--- src/hdl/alid_pkg.sv ---
// Shared types and constants for the array list insert/delete unit.
`default_nettype none

package alid_pkg;

   localparam int IDX_W  = 6;
   localparam int DATA_W = 32;
   localparam int CMD_W  = 3;
   localparam int STAT_W = 2;

   typedef enum logic [CMD_W-1:0] {
      CMD_INSERT = 3'd0,
      CMD_PUSH   = 3'd1,
      CMD_FETCH  = 3'd2,
      CMD_UPDATE = 3'd3,
      CMD_DELETE = 3'd4,
      CMD_POP    = 3'd5
   } cmd_type;

   typedef enum logic [STAT_W-1:0] {
      ST_OK    = 2'd0,
      ST_RANGE = 2'd1,
      ST_FULL  = 2'd2,
      ST_EMPTY = 2'd3
   } status_type;

   typedef enum logic [2:0] {
      S_IDLE,
      S_INS_STEP,
      S_INS_MOVE,
      S_DEL_STEP,
      S_DEL_MOVE,
      S_FETCH_RD,
      S_FETCH_OUT,
      S_STATUS
   } state_type;

endpackage

`default_nettype wire

--- src/hdl/array_list_insert_delete_unit.sv ---
// Array list unit: ordered list in RAM with insert/push/fetch/update/delete/pop.
// Push, update, pop and rejected commands pass through S_STATUS to the result; insert and delete
//   move one RAM word per step/move state pair (read in the step state, write in the move state).
// Fetch emits the elements in order, each through a RAM read state and then an output register load.
// Throughput: one command at a time; req_ready is high only while the sequencer is idle.
// Reset (synchronous, active high) empties the list; the RAM itself is not cleared.
`default_nettype none

module array_list_insert_delete_unit
   import alid_pkg::*;
#(
   parameter int CAPACITY  = 64,
   parameter int WORD_BITS = 32
) (
   input  wire logic                     clock,
   input  wire logic                     reset,
   // command channel
   input  wire logic                     req_valid,
   output logic                          req_ready,
   input  wire logic [CMD_W-1:0]         req_command,
   input  wire logic [IDX_W-1:0]         req_index,
   input  wire logic signed [DATA_W-1:0] req_value,
   // result channel
   output logic                          rsp_valid,
   input  wire logic                     rsp_ready,
   output logic signed [DATA_W-1:0]      rsp_data,
   output logic [IDX_W-1:0]              rsp_position,
   output logic [STAT_W-1:0]             rsp_status,
   output logic                          rsp_last
);

   localparam int ADDR_W = (CAPACITY > 1) ? $clog2(CAPACITY) : 1;
   localparam int CNT_W  = $clog2(CAPACITY + 1);
   localparam int CMP_W  = (CNT_W > IDX_W) ? CNT_W : IDX_W;
   localparam logic [CNT_W-1:0] CAP_CNT = CNT_W'(CAPACITY);

   // sequencer state
   state_type              state_ff,  state_in;
   logic [CNT_W-1:0]       count_ff,  count_in;
   logic [ADDR_W-1:0]      ptr_ff,    ptr_in;
   logic [ADDR_W-1:0]      idx_ff,    idx_in;
   logic [WORD_BITS-1:0]   value_ff,  value_in;
   status_type             status_ff, status_in;

   // output register
   logic                   rsp_valid_ff,    rsp_valid_in;
   logic [DATA_W-1:0]      rsp_data_ff,     rsp_data_in;
   logic [IDX_W-1:0]       rsp_position_ff, rsp_position_in;
   status_type             rsp_status_ff,   rsp_status_in;
   logic                   rsp_last_ff,     rsp_last_in;

   // RAM port controls
   logic                   ram_wr_en;
   logic [ADDR_W-1:0]      ram_wr_addr;
   logic [WORD_BITS-1:0]   ram_wr_data;
   logic                   ram_rd_en;
   logic [ADDR_W-1:0]      ram_rd_addr;
   logic [WORD_BITS-1:0]   ram_rd_data;

   logic                   req_xfer;
   logic                   out_free;
   logic                   list_full;
   logic                   list_empty;
   logic                   idx_bad;
   logic [CMP_W-1:0]       idx_wide;
   logic [CMP_W-1:0]       ptr_wide;
   logic [CNT_W-1:0]       ptr_next_cnt;
   logic [WORD_BITS-1:0]   req_word;

   alid_ram #(
      .WIDTH (WORD_BITS),
      .DEPTH (CAPACITY)
   ) u_store (
      .clock   (clock),
      .wr_en   (ram_wr_en),
      .wr_addr (ram_wr_addr),
      .wr_data (ram_wr_data),
      .rd_en   (ram_rd_en),
      .rd_addr (ram_rd_addr),
      .rd_data (ram_rd_data)
   );

   assign req_ready  = (state_ff == S_IDLE);
   assign req_xfer   = req_valid && req_ready;
   // the output register can take a new result when empty or draining this cycle
   assign out_free   = !rsp_valid_ff || rsp_ready;
   assign list_full  = (count_ff == CAP_CNT);
   assign list_empty = (count_ff == '0);
   assign idx_wide   = CMP_W'(req_index);
   assign idx_bad    = (idx_wide >= CMP_W'(count_ff));
   assign ptr_wide   = CMP_W'(ptr_ff);
   assign ptr_next_cnt = CNT_W'(ptr_ff) + CNT_W'(1);
   // store only the low bits of the incoming word, zero-extended
   assign req_word   = WORD_BITS'($unsigned(req_value));

   always_ff @(posedge clock) begin
      if (reset) begin
         state_ff     <= S_IDLE;
         count_ff     <= '0;
         rsp_valid_ff <= 1'b0;
      end else begin
         state_ff     <= state_in;
         count_ff     <= count_in;
         rsp_valid_ff <= rsp_valid_in;
      end
   end

   always_ff @(posedge clock) begin
      ptr_ff          <= ptr_in;
      idx_ff          <= idx_in;
      value_ff        <= value_in;
      status_ff       <= status_in;
      rsp_data_ff     <= rsp_data_in;
      rsp_position_ff <= rsp_position_in;
      rsp_status_ff   <= rsp_status_in;
      rsp_last_ff     <= rsp_last_in;
   end

   always_comb begin
      state_in        = state_ff;
      count_in        = count_ff;
      ptr_in          = ptr_ff;
      idx_in          = idx_ff;
      value_in        = value_ff;
      status_in       = status_ff;
      rsp_valid_in    = rsp_valid_ff && !rsp_ready;
      rsp_data_in     = rsp_data_ff;
      rsp_position_in = rsp_position_ff;
      rsp_status_in   = rsp_status_ff;
      rsp_last_in     = rsp_last_ff;
      ram_wr_en       = 1'b0;
      ram_wr_addr     = ptr_ff;
      ram_wr_data     = ram_rd_data;
      ram_rd_en       = 1'b0;
      ram_rd_addr     = ptr_ff;

      unique case (state_ff)
         S_IDLE: begin
            if (req_xfer) begin
               idx_in   = idx_wide[ADDR_W-1:0];
               value_in = req_word;
               unique case (req_command)
                  CMD_INSERT: begin
                     if (list_full) begin
                        status_in = ST_FULL;
                        state_in  = S_STATUS;
                     end else if (idx_bad) begin
                        status_in = ST_RANGE;
                        state_in  = S_STATUS;
                     end else begin
                        // open a gap by walking down from the current end
                        ptr_in   = count_ff[ADDR_W-1:0];
                        state_in = S_INS_STEP;
                     end
                  end
                  CMD_PUSH: begin
                     if (list_full) begin
                        status_in = ST_FULL;
                     end else begin
                        ram_wr_en   = 1'b1;
                        ram_wr_addr = count_ff[ADDR_W-1:0];
                        ram_wr_data = req_word;
                        count_in    = count_ff + CNT_W'(1);
                        status_in   = ST_OK;
                     end
                     state_in = S_STATUS;
                  end
                  CMD_FETCH: begin
                     if (list_empty) begin
                        status_in = ST_EMPTY;
                        state_in  = S_STATUS;
                     end else begin
                        ptr_in   = '0;
                        state_in = S_FETCH_RD;
                     end
                  end
                  CMD_UPDATE: begin
                     if (list_empty) begin
                        status_in = ST_EMPTY;
                     end else if (idx_bad) begin
                        status_in = ST_RANGE;
                     end else begin
                        ram_wr_en   = 1'b1;
                        ram_wr_addr = idx_wide[ADDR_W-1:0];
                        ram_wr_data = req_word;
                        status_in   = ST_OK;
                     end
                     state_in = S_STATUS;
                  end
                  CMD_DELETE: begin
                     if (list_empty) begin
                        status_in = ST_EMPTY;
                        state_in  = S_STATUS;
                     end else if (idx_bad) begin
                        status_in = ST_RANGE;
                        state_in  = S_STATUS;
                     end else begin
                        ptr_in   = idx_wide[ADDR_W-1:0];
                        state_in = S_DEL_STEP;
                     end
                  end
                  CMD_POP: begin
                     if (list_empty) begin
                        status_in = ST_EMPTY;
                     end else begin
                        count_in  = count_ff - CNT_W'(1);
                        status_in = ST_OK;
                     end
                     state_in = S_STATUS;
                  end
                  default: begin
                     // unused codes: drop the command, no result
                     state_in = S_IDLE;
                  end
               endcase
            end
         end

         S_INS_STEP: begin
            if (ptr_ff == idx_ff) begin
               // gap reached: drop the new word in
               ram_wr_en   = 1'b1;
               ram_wr_addr = ptr_ff;
               ram_wr_data = value_ff;
               count_in    = count_ff + CNT_W'(1);
               status_in   = ST_OK;
               state_in    = S_STATUS;
            end else begin
               ram_rd_en   = 1'b1;
               ram_rd_addr = ptr_ff - ADDR_W'(1);
               state_in    = S_INS_MOVE;
            end
         end

         S_INS_MOVE: begin
            ram_wr_en   = 1'b1;
            ram_wr_addr = ptr_ff;
            ram_wr_data = ram_rd_data;
            ptr_in      = ptr_ff - ADDR_W'(1);
            state_in    = S_INS_STEP;
         end

         S_DEL_STEP: begin
            if (ptr_next_cnt == count_ff) begin
               count_in  = count_ff - CNT_W'(1);
               status_in = ST_OK;
               state_in  = S_STATUS;
            end else begin
               ram_rd_en   = 1'b1;
               ram_rd_addr = ptr_ff + ADDR_W'(1);
               state_in    = S_DEL_MOVE;
            end
         end

         S_DEL_MOVE: begin
            ram_wr_en   = 1'b1;
            ram_wr_addr = ptr_ff;
            ram_wr_data = ram_rd_data;
            ptr_in      = ptr_ff + ADDR_W'(1);
            state_in    = S_DEL_STEP;
         end

         S_FETCH_RD: begin
            ram_rd_en   = 1'b1;
            ram_rd_addr = ptr_ff;
            state_in    = S_FETCH_OUT;
         end

         S_FETCH_OUT: begin
            // hold the read word until the output register frees up
            if (out_free) begin
               rsp_valid_in    = 1'b1;
               rsp_data_in     = DATA_W'(ram_rd_data);
               rsp_position_in = ptr_wide[IDX_W-1:0];
               rsp_status_in   = ST_OK;
               rsp_last_in     = (ptr_next_cnt == count_ff);
               if (ptr_next_cnt == count_ff) begin
                  state_in = S_IDLE;
               end else begin
                  ptr_in   = ptr_ff + ADDR_W'(1);
                  state_in = S_FETCH_RD;
               end
            end
         end

         S_STATUS: begin
            if (out_free) begin
               rsp_valid_in    = 1'b1;
               rsp_data_in     = '0;
               rsp_position_in = '0;
               rsp_status_in   = status_ff;
               rsp_last_in     = 1'b1;
               state_in        = S_IDLE;
            end
         end

         default: begin
            state_in = S_IDLE;
         end
      endcase
   end

   assign rsp_valid    = rsp_valid_ff;
   assign rsp_data     = rsp_data_ff;
   assign rsp_position = rsp_position_ff;
   assign rsp_status   = rsp_status_ff;
   assign rsp_last     = rsp_last_ff;

`ifndef ASSERT_OFF
   // the count never exceeds the store size
   a_count_bound: assert property (@(posedge clock) disable iff (reset)
      count_ff <= CAP_CNT)
      else $error("element count above capacity");

   // a successful push grows the list by exactly one
   a_push_grows: assert property (@(posedge clock) disable iff (reset)
      (req_xfer && req_command == CMD_PUSH && !list_full)
      |=> count_ff == $past(count_ff) + CNT_W'(1))
      else $error("push did not advance the count");

   // a fetch element that is not the last keeps the sequencer busy
   a_fetch_busy: assert property (@(posedge clock) disable iff (reset)
      (rsp_valid && rsp_ready && !rsp_last) |-> !req_ready)
      else $error("unit idle while a fetch is still in progress");

   // while the unit is idle and taking commands, no RAM read is issued
   a_idle_no_move: assert property (@(posedge clock) disable iff (reset)
      req_ready |-> !ram_rd_en)
      else $error("RAM read issued while idle");
`endif

endmodule

`default_nettype wire

--- src/hdl/alid_ram.sv ---
// Generic single-write, single-read RAM with registered read data.
`default_nettype none

module alid_ram #(
   parameter int  WIDTH  = 32,
   parameter int  DEPTH  = 64,
   localparam int ADDR_W = (DEPTH > 1) ? $clog2(DEPTH) : 1
) (
   input  wire logic              clock,
   input  wire logic              wr_en,
   input  wire logic [ADDR_W-1:0] wr_addr,
   input  wire logic [WIDTH-1:0]  wr_data,
   input  wire logic              rd_en,
   input  wire logic [ADDR_W-1:0] rd_addr,
   output logic      [WIDTH-1:0]  rd_data
);

   logic [WIDTH-1:0] mem_ff [DEPTH];
   logic [WIDTH-1:0] rd_data_ff;

   always_ff @(posedge clock) begin
      if (wr_en) begin
         mem_ff[wr_addr] <= wr_data;
      end
      // hold read data until the next read
      if (rd_en) begin
         rd_data_ff <= mem_ff[rd_addr];
      end
   end

   assign rd_data = rd_data_ff;

endmodule

`default_nettype wire
--- config.mk ---
export PLATFORM = sky130hd
export DESIGN_NAME = array_list_insert_delete_unit
export DESIGN_NICKNAME = d
export VERILOG_FILES = /design/src/hdl/alid_pkg.sv /design/src/hdl/array_list_insert_delete_unit.sv /design/src/hdl/alid_ram.sv
export SDC_FILE = /design/constraint.sdc
export NUM_CORES = 2
export LEC_CHECK = 0
export BUFFER_PORTS_ARGS = -buffer_cell sky130_fd_sc_hd__buf_2
export CAP_MARGIN = 20
export CELL_PAD_IN_SITES_DETAIL_PLACEMENT = 0
export CELL_PAD_IN_SITES_GLOBAL_PLACEMENT = 2
export CORE_ASPECT_RATIO = 0.7
export CORE_MARGIN = 2
export CORE_UTILIZATION = 45
export CTS_CLUSTER_SIZE = 8
export DETAILED_ROUTE_END_ITERATION = 12
export PLACE_DENSITY_LB_ADDON = 0.1
export SLEW_MARGIN = 20
export SYNTH_ARGS = -nofsm -noshare
export SYNTH_HDL_FRONTEND = slang
export SYNTH_SLANG_ARGS = --single-unit
export TNS_END_PERCENT = 100
--- constraint.sdc ---
create_clock -name clock -period 15.4 [get_ports clock]
set_input_delay 3.08 -clock clock [delete_from_list [all_inputs] [get_ports clock]]
set_output_delay 3.08 -clock clock [all_outputs]
set_load 0.05 [all_outputs]
=== Word level (Yosys, flattened, before mapping) ===
Memories as Yosys holds them, arrays and structs flattened. A register that Yosys moved wholly into a read port is not among the register bits.
Index checks and enable logic that the tools add are counted.

* Register bits after elaboration: 98
* Bits in writable memories: 2048
* Bits of input ports: 45
* Output and inout port bits: 43
* Word-level logic and storage cells: 149
* Memories kept: 1

* Add/subtract/negate cells: 5
* Magnitude comparators: 1
* Equal/unequal tests: 29
* Mux-type cells: 82
* Reduce and logical (&&, ||, !) cells: 20

{| class="wikitable"
|+ Memories
! name !! depth !! bits a word !! rd ports !! clocked after Yosys merged registers in !! wr ports !! RTL line !! text
|-
| u_store.mem_ff || 64 || 32 || 1 || 1 || 1 || alid_ram.sv:18 || <nowiki>logic [WIDTH-1:0] mem_ff [DEPTH];</nowiki>
|}

{| class="wikitable"
|+ Operators with widths
! kind !! count
|-
| two-way mux 32 bit || 7
|-
| case mux 32 bit (2 select lines) || 3
|-
| two-way mux 6 bit || 14
|-
| case mux 6 bit (2 select lines) || 3
|-
| two-way mux 7 bit || 5
|-
| two-way mux 2 bit || 14
|-
| two-way mux 3 bit || 9
|-
| case mux 3 bit (8 select lines) || 1
|-
| case mux 6 bit (4 select lines) || 1
|-
| case mux 7 bit (3 select lines) || 1
|-
| == test 3 bit (second input constant) || 6
|-
| != test 3 bit (second input constant) || 6
|-
| case mux 6 bit (3 select lines) || 1
|-
| two-way mux 1 bit || 14
|-
| case mux 7 bit (2 select lines) || 1
|-
| AND reduction 7 bit || 2
|-
| == test 3 x 2 -> 1 bit (second input constant) || 4
|-
| case mux 2 bit (6 select lines) || 1
|-
| case mux 3 bit (4 select lines) || 1
|-
| != test 2 bit (second input constant) || 4
|-
| adder 6 x 1 -> 7 bit (second input constant) || 1
|-
| adder 7 x 1 -> 7 bit (second input constant) || 1
|-
| == test 7 bit || 1
|-
| == test 7 bit (second input constant) || 1
|-
| other kinds (27) || 35
|}

=== Logic depth before layout (Yosys ltp) ===
* Word-level depth: 8
* Mapped depth: 16
* Mapped depth without buffers: 12

=== Hierarchy ===
A second synthesis with hierarchy kept.

* Cell total of the unflattened synthesis: 4120
* Area, all modules: 85445.7 um^2

{| class="wikitable"
|+ Modules (own cells, without submodules)
! module !! instances !! cells an instance !! area an instance (um^2) !! seq. area each (um^2)
|-
| alid_ram || 1 || 3511 || 79359.9 || 62459.9
|-
| array_list_insert_delete_unit || 1 || 609 || 6085.8 || 2832.7
|}

=== Worst setup path after synthesis ===
No wires, ideal clock.

* Path kind: input to register
* Start: input port req_valid
* End: memory u_store.mem_ff[0][0], data pin
* Setup time: 702 ps
* Data arrival time: 8213 ps
* Data required time: 14698 ps
* Slack: 6486 ps
* Stages: 8
* Path buffers: 2
* Cells stage by stage: and2_1 clkbuf_1 nand2_1 o32ai_1 a21o_1 buf_1 a22oi_1 o21ai_0

* Cells in the longest elaborated chain, start to end: 3

{| class="wikitable"
|+ Ends and longest elaborated chain
! element !! RTL line !! text
|-
| from (decl) || array_list_insert_delete_unit.sv:18 || <nowiki>input wire logic req_valid,</nowiki>
|-
| logical AND 1 bit || array_list_insert_delete_unit.sv:84 || <nowiki>assign req_xfer = req_valid && req_ready;</nowiki>
|-
| two-way mux 32 bit || array_list_insert_delete_unit.sv:139 || <nowiki>if (req_xfer) begin</nowiki>
|-
| case mux 32 bit (2 select lines) || array_list_insert_delete_unit.sv:137 || <nowiki>unique case (state_ff)</nowiki>
|-
| named net ram_wr_data[0] || array_list_insert_delete_unit.sv:55 || <nowiki>logic [WORD_BITS-1:0] ram_wr_data;</nowiki>
|-
| to (decl) || alid_ram.sv:18 ||
|}

The timed path passes the listed nets, and every way through them passes these cells.

=== Worst setup path in the final report ===
* Start: register ptr_ff[0]
* End: register u_store.rd_data_ff[20] (netlist: u_store.rd_data[20]) (read register of u_store.mem_ff), data pin

* Cells in the longest elaborated chain, start to end: 4
* Elaborated cells between the ends (all ways): 11
* Those cells by class: add/sub: 3; eq/ne: 2; mux: 6

{| class="wikitable"
|+ Ends and longest elaborated chain
! element !! RTL line !! text
|-
| from (decl) || array_list_insert_delete_unit.sv:40 || <nowiki>logic [ADDR_W-1:0] ptr_ff, ptr_in;</nowiki>
|-
| from (signal assigned) || array_list_insert_delete_unit.sv:109 || <nowiki>ptr_ff <= ptr_in;</nowiki>
|-
| adder 6 x 1 -> 7 bit || array_list_insert_delete_unit.sv:92 || <nowiki>assign ptr_next_cnt = CNT_W'(ptr_ff) + CNT_W'(1);</nowiki>
|-
| == test 7 bit || array_list_insert_delete_unit.sv:244 || <nowiki>if (ptr_next_cnt == count_ff) begin</nowiki>
|-
| two-way mux 1 bit / two-way mux 6 bit (equally long branches) || array_list_insert_delete_unit.sv:244 ||
|-
| case mux 1 bit (3 select lines) / case mux 6 bit (2 select lines) (equally long branches) || array_list_insert_delete_unit.sv:137 ||
|-
| to (decl) || alid_ram.sv:19 || <nowiki>logic [WIDTH-1:0] rd_data_ff;</nowiki>
|}

Several ways; a longest one is shown, not always the timed one.
A chain may end at the register's enable or synchronous reset.

==> flow_metrics.env <==
export IMPL_cts_root_buf="clkbuf_16"
export IMPL_antenna_found_initial=22
export IMPL_place_congestion=0.8292
export IMPL_ys_seq_area_frac=0.7534
export IMPL_tritoncts="built"
export IMPL_die_area_um2=196200
export IMPL_first_global_vias=48060
export IMPL_cts_resized=0
export IMPL_cpPeakStageDelay_ps=1010
export IMPL_outcome="completed"
export IMPL_core_um2=191000
export IMPL_drive_above_1_share=0.1320
export IMPL_syn_cell_area_um2=86660
export IMPL_drc=0
export IMPL_crit_slowest_cell="nor4_1"
export IMPL_cts_made_buffers=314
export IMPL_clock_sinks=2178
export IMPL_register_area_um2=65290
export IMPL_vias_per_cell=6.057
export IMPL_ios=88
export IMPL_synth_cell_types=70
export IMPL_max_freq_mhz=129.6
export IMPL_synth_top_area_frac=0.7509
export IMPL_rows=134
export IMPL_final_setup_viol_count=0
export IMPL_setup_tns_ps=0
export IMPL_routed_via_count=51476
export IMPL_synth_enable_flop_cells=2167
export IMPL_maxSlewViolCount=0
export IMPL_final_net_count=6005
export IMPL_firstDrtPassIters=6
export IMPL_die_width_um=528.5
export IMPL_cp_cell_sequence="inv_1 > ha_1 > xnor2_1 > o2111ai_2 > or3_4 > o211ai_1 > and2_1 > or3_4 > buf_4 > buf_4 > o221ai_1 > nor4_1 > nor4_1"
export IMPL_synthTopCellsByCount="edfxtp_1, nand2_1, mux2i_1"
export IMPL_critPathKind="register to register"
export IMPL_yosysMostFrequentCell="edfxtp_1"
export IMPL_initial_utilization=0.4538
export IMPL_dominantRegCellSynth="edfxtp_1"
export IMPL_critPathMaxFanout=53
export IMPL_drtIter0Drc=6030
export IMPL_ys_warn_count=0
export IMPL_grt_setup_unrepaired="false"
export IMPL_period_minus_slack_ps=7715
export IMPL_max_cap_violations=0
export IMPL_fin_skew_ps=49.38
export IMPL_worstMarginPinSlew_ps=1343
export IMPL_fin_util=0.5238
export IMPL_min_period_over_period=0.5010
export IMPL_fill_cells=15458
export IMPL_hold_viol=0
export IMPL_min_path_type="register to register"
export IMPL_detailed_place_hpwl_um=150000
export IMPL_synth_cells=5731
export IMPL_wl_per_cell_um=31.04
export IMPL_antenna_left=0
export IMPL_area_growth_pct=15.42
export IMPL_io_buffers=87
export IMPL_drt_total_wl_um=263800
export IMPL_grt_pass1_wl_um=369600
export IMPL_cts_setup_buffers=0
export IMPL_grt_overflow=0
export IMPL_ys_ff_latch=2178
export IMPL_syn_mean_instance_area_um2=15.12
export IMPL_grt_max_degree=163
export IMPL_cp_required_ps=15930
export IMPL_multi_input_area_um2=21020
export IMPL_worst_setup_path_start_kind="register"
export IMPL_cts_buffer_depth=4
export IMPL_setup_worst_path_end_class="register"
export IMPL_htree_levels=5
export IMPL_clk_pin_slew_ps=50
export IMPL_syn_nets=5788
export IMPL_clkLatencyLatePin_ps=840
export IMPL_cts_hold_buf=0
export IMPL_yosys_area_top_type="edfxtp_1"
export IMPL_track_usage=0.2654
export IMPL_relSlewSlack=0.09703
export IMPL_ys_async_sr_fraction=0
export IMPL_placed_area_um2=91490
export IMPL_synthTopCellsByArea="edfxtp_1, mux2i_1, nand2_1"
export IMPL_die_h_um=371.2
export IMPL_design_area_um2=100000
export IMPL_crit_arrival_ps=8250
==> placed cells by master, fill, tap and decap left out, drive strengths merged, types with 52 or more instances in the layout <==
master	count
a311oi	125
nor2	71
o221ai	63
o21ai	56
a22oi	65
nand2	1052
edfxtp	2167
clkbuf	331
and3	194
nor4	165
nand3	267
buf	283
a32o	66
nor3	52
o22ai	137
mux2i	598
==> worst paths after layout <==
check / start / end / slack (ps) / cells past startpoint
setup / recovery: ptr_ff[0] / u_store.rd_data[20] / 7690 / 13
hold / removal: rsp_valid / rsp_valid / 540 / 2
setup reg to reg: ptr_ff[0] / u_store.rd_data[20] / 7690 / 13
hold reg to reg: rsp_valid / rsp_valid / 540 / 2
==> layer usage <==
metal | track usage | vias up | wire length [um]
met5 | 0 | - | 0
met4 | 0.07138 | 0 | 6941
met1 | 0.3992 | 26421 | 118700
li1 | - | 22584 | -
met3 | 0.06015 | 372 | 23110
met2 | 0.3878 | 2099 | 115000
==> cell type report <==
cell class                      count  share of cell area
Clock inverter                     15            0.001751
Clock buffer                      331             0.08068
Antenna cell                        4           0.0001001
Inverter                           20           0.0007506
Timing Repair Buffer              283             0.02227
Sequential cell                  2178              0.6528
Multi-Input combinational cell   3151              0.2102
Tap cell                         2516             0.03147
==> state kept, by name (all words and copies together) (netlist names) <==
name and count:
u_store.mem_ff 2048, rsp_data 32, u_store.rd_data 32, value_ff 32, count_ff 7, idx_ff 6
ptr_ff 6, rsp_position 6, state_ff 3, rsp_status 2, status_ff 2, rsp_last 1
rsp_valid 1
==> stage by stage <==
step / setup slack, ps / hold WS [ps] / instances
4_1_cts: 7796 / 545.6 / 8483
6_report: 7685 / 539.2 / 8498
3_5_place_dp: 7165 / 531.1 / 8137
5_1_grt: 7523 / 589.0 / 8495
2_1_floorplan: 6486 / 520.4 / 5731
3_3_place_gp: 7125 / 531.3 / 8134
==> cells by family (layout without fill, tap and decap cells) <==
kind of cell	count (synthesis)	in the layout	synth area share
multiplexers	599	599	0.06920
adder cells (fa/ha/maj)	12	12	0.001732
flip-flops	2178	2178	0.7534
AND/OR/NAND/NOR	1892	1892	0.09997
XOR/XNOR	23	23	0.002324
other	0	4	0
buffers and inverters	402	649	0.01823
AO/OA/AOI/OAI	625	625	0.05512
==> worst max-delay path, delay by kind of cell (launching register included) <==
family | cells | cell delay, ps
adder cells (fa/ha/maj) | 1 | 500
buffers and inverters | 3 | 1830
AND/OR/NAND/NOR | 5 | 2910
flip-flops | 1 | 820
AO/OA/AOI/OAI | 3 | 980
XOR/XNOR | 1 | 220
Power is left out: the tool's default activity adds up to more than one toggle a clock period on the data nets, which glitch-free logic cannot reach.
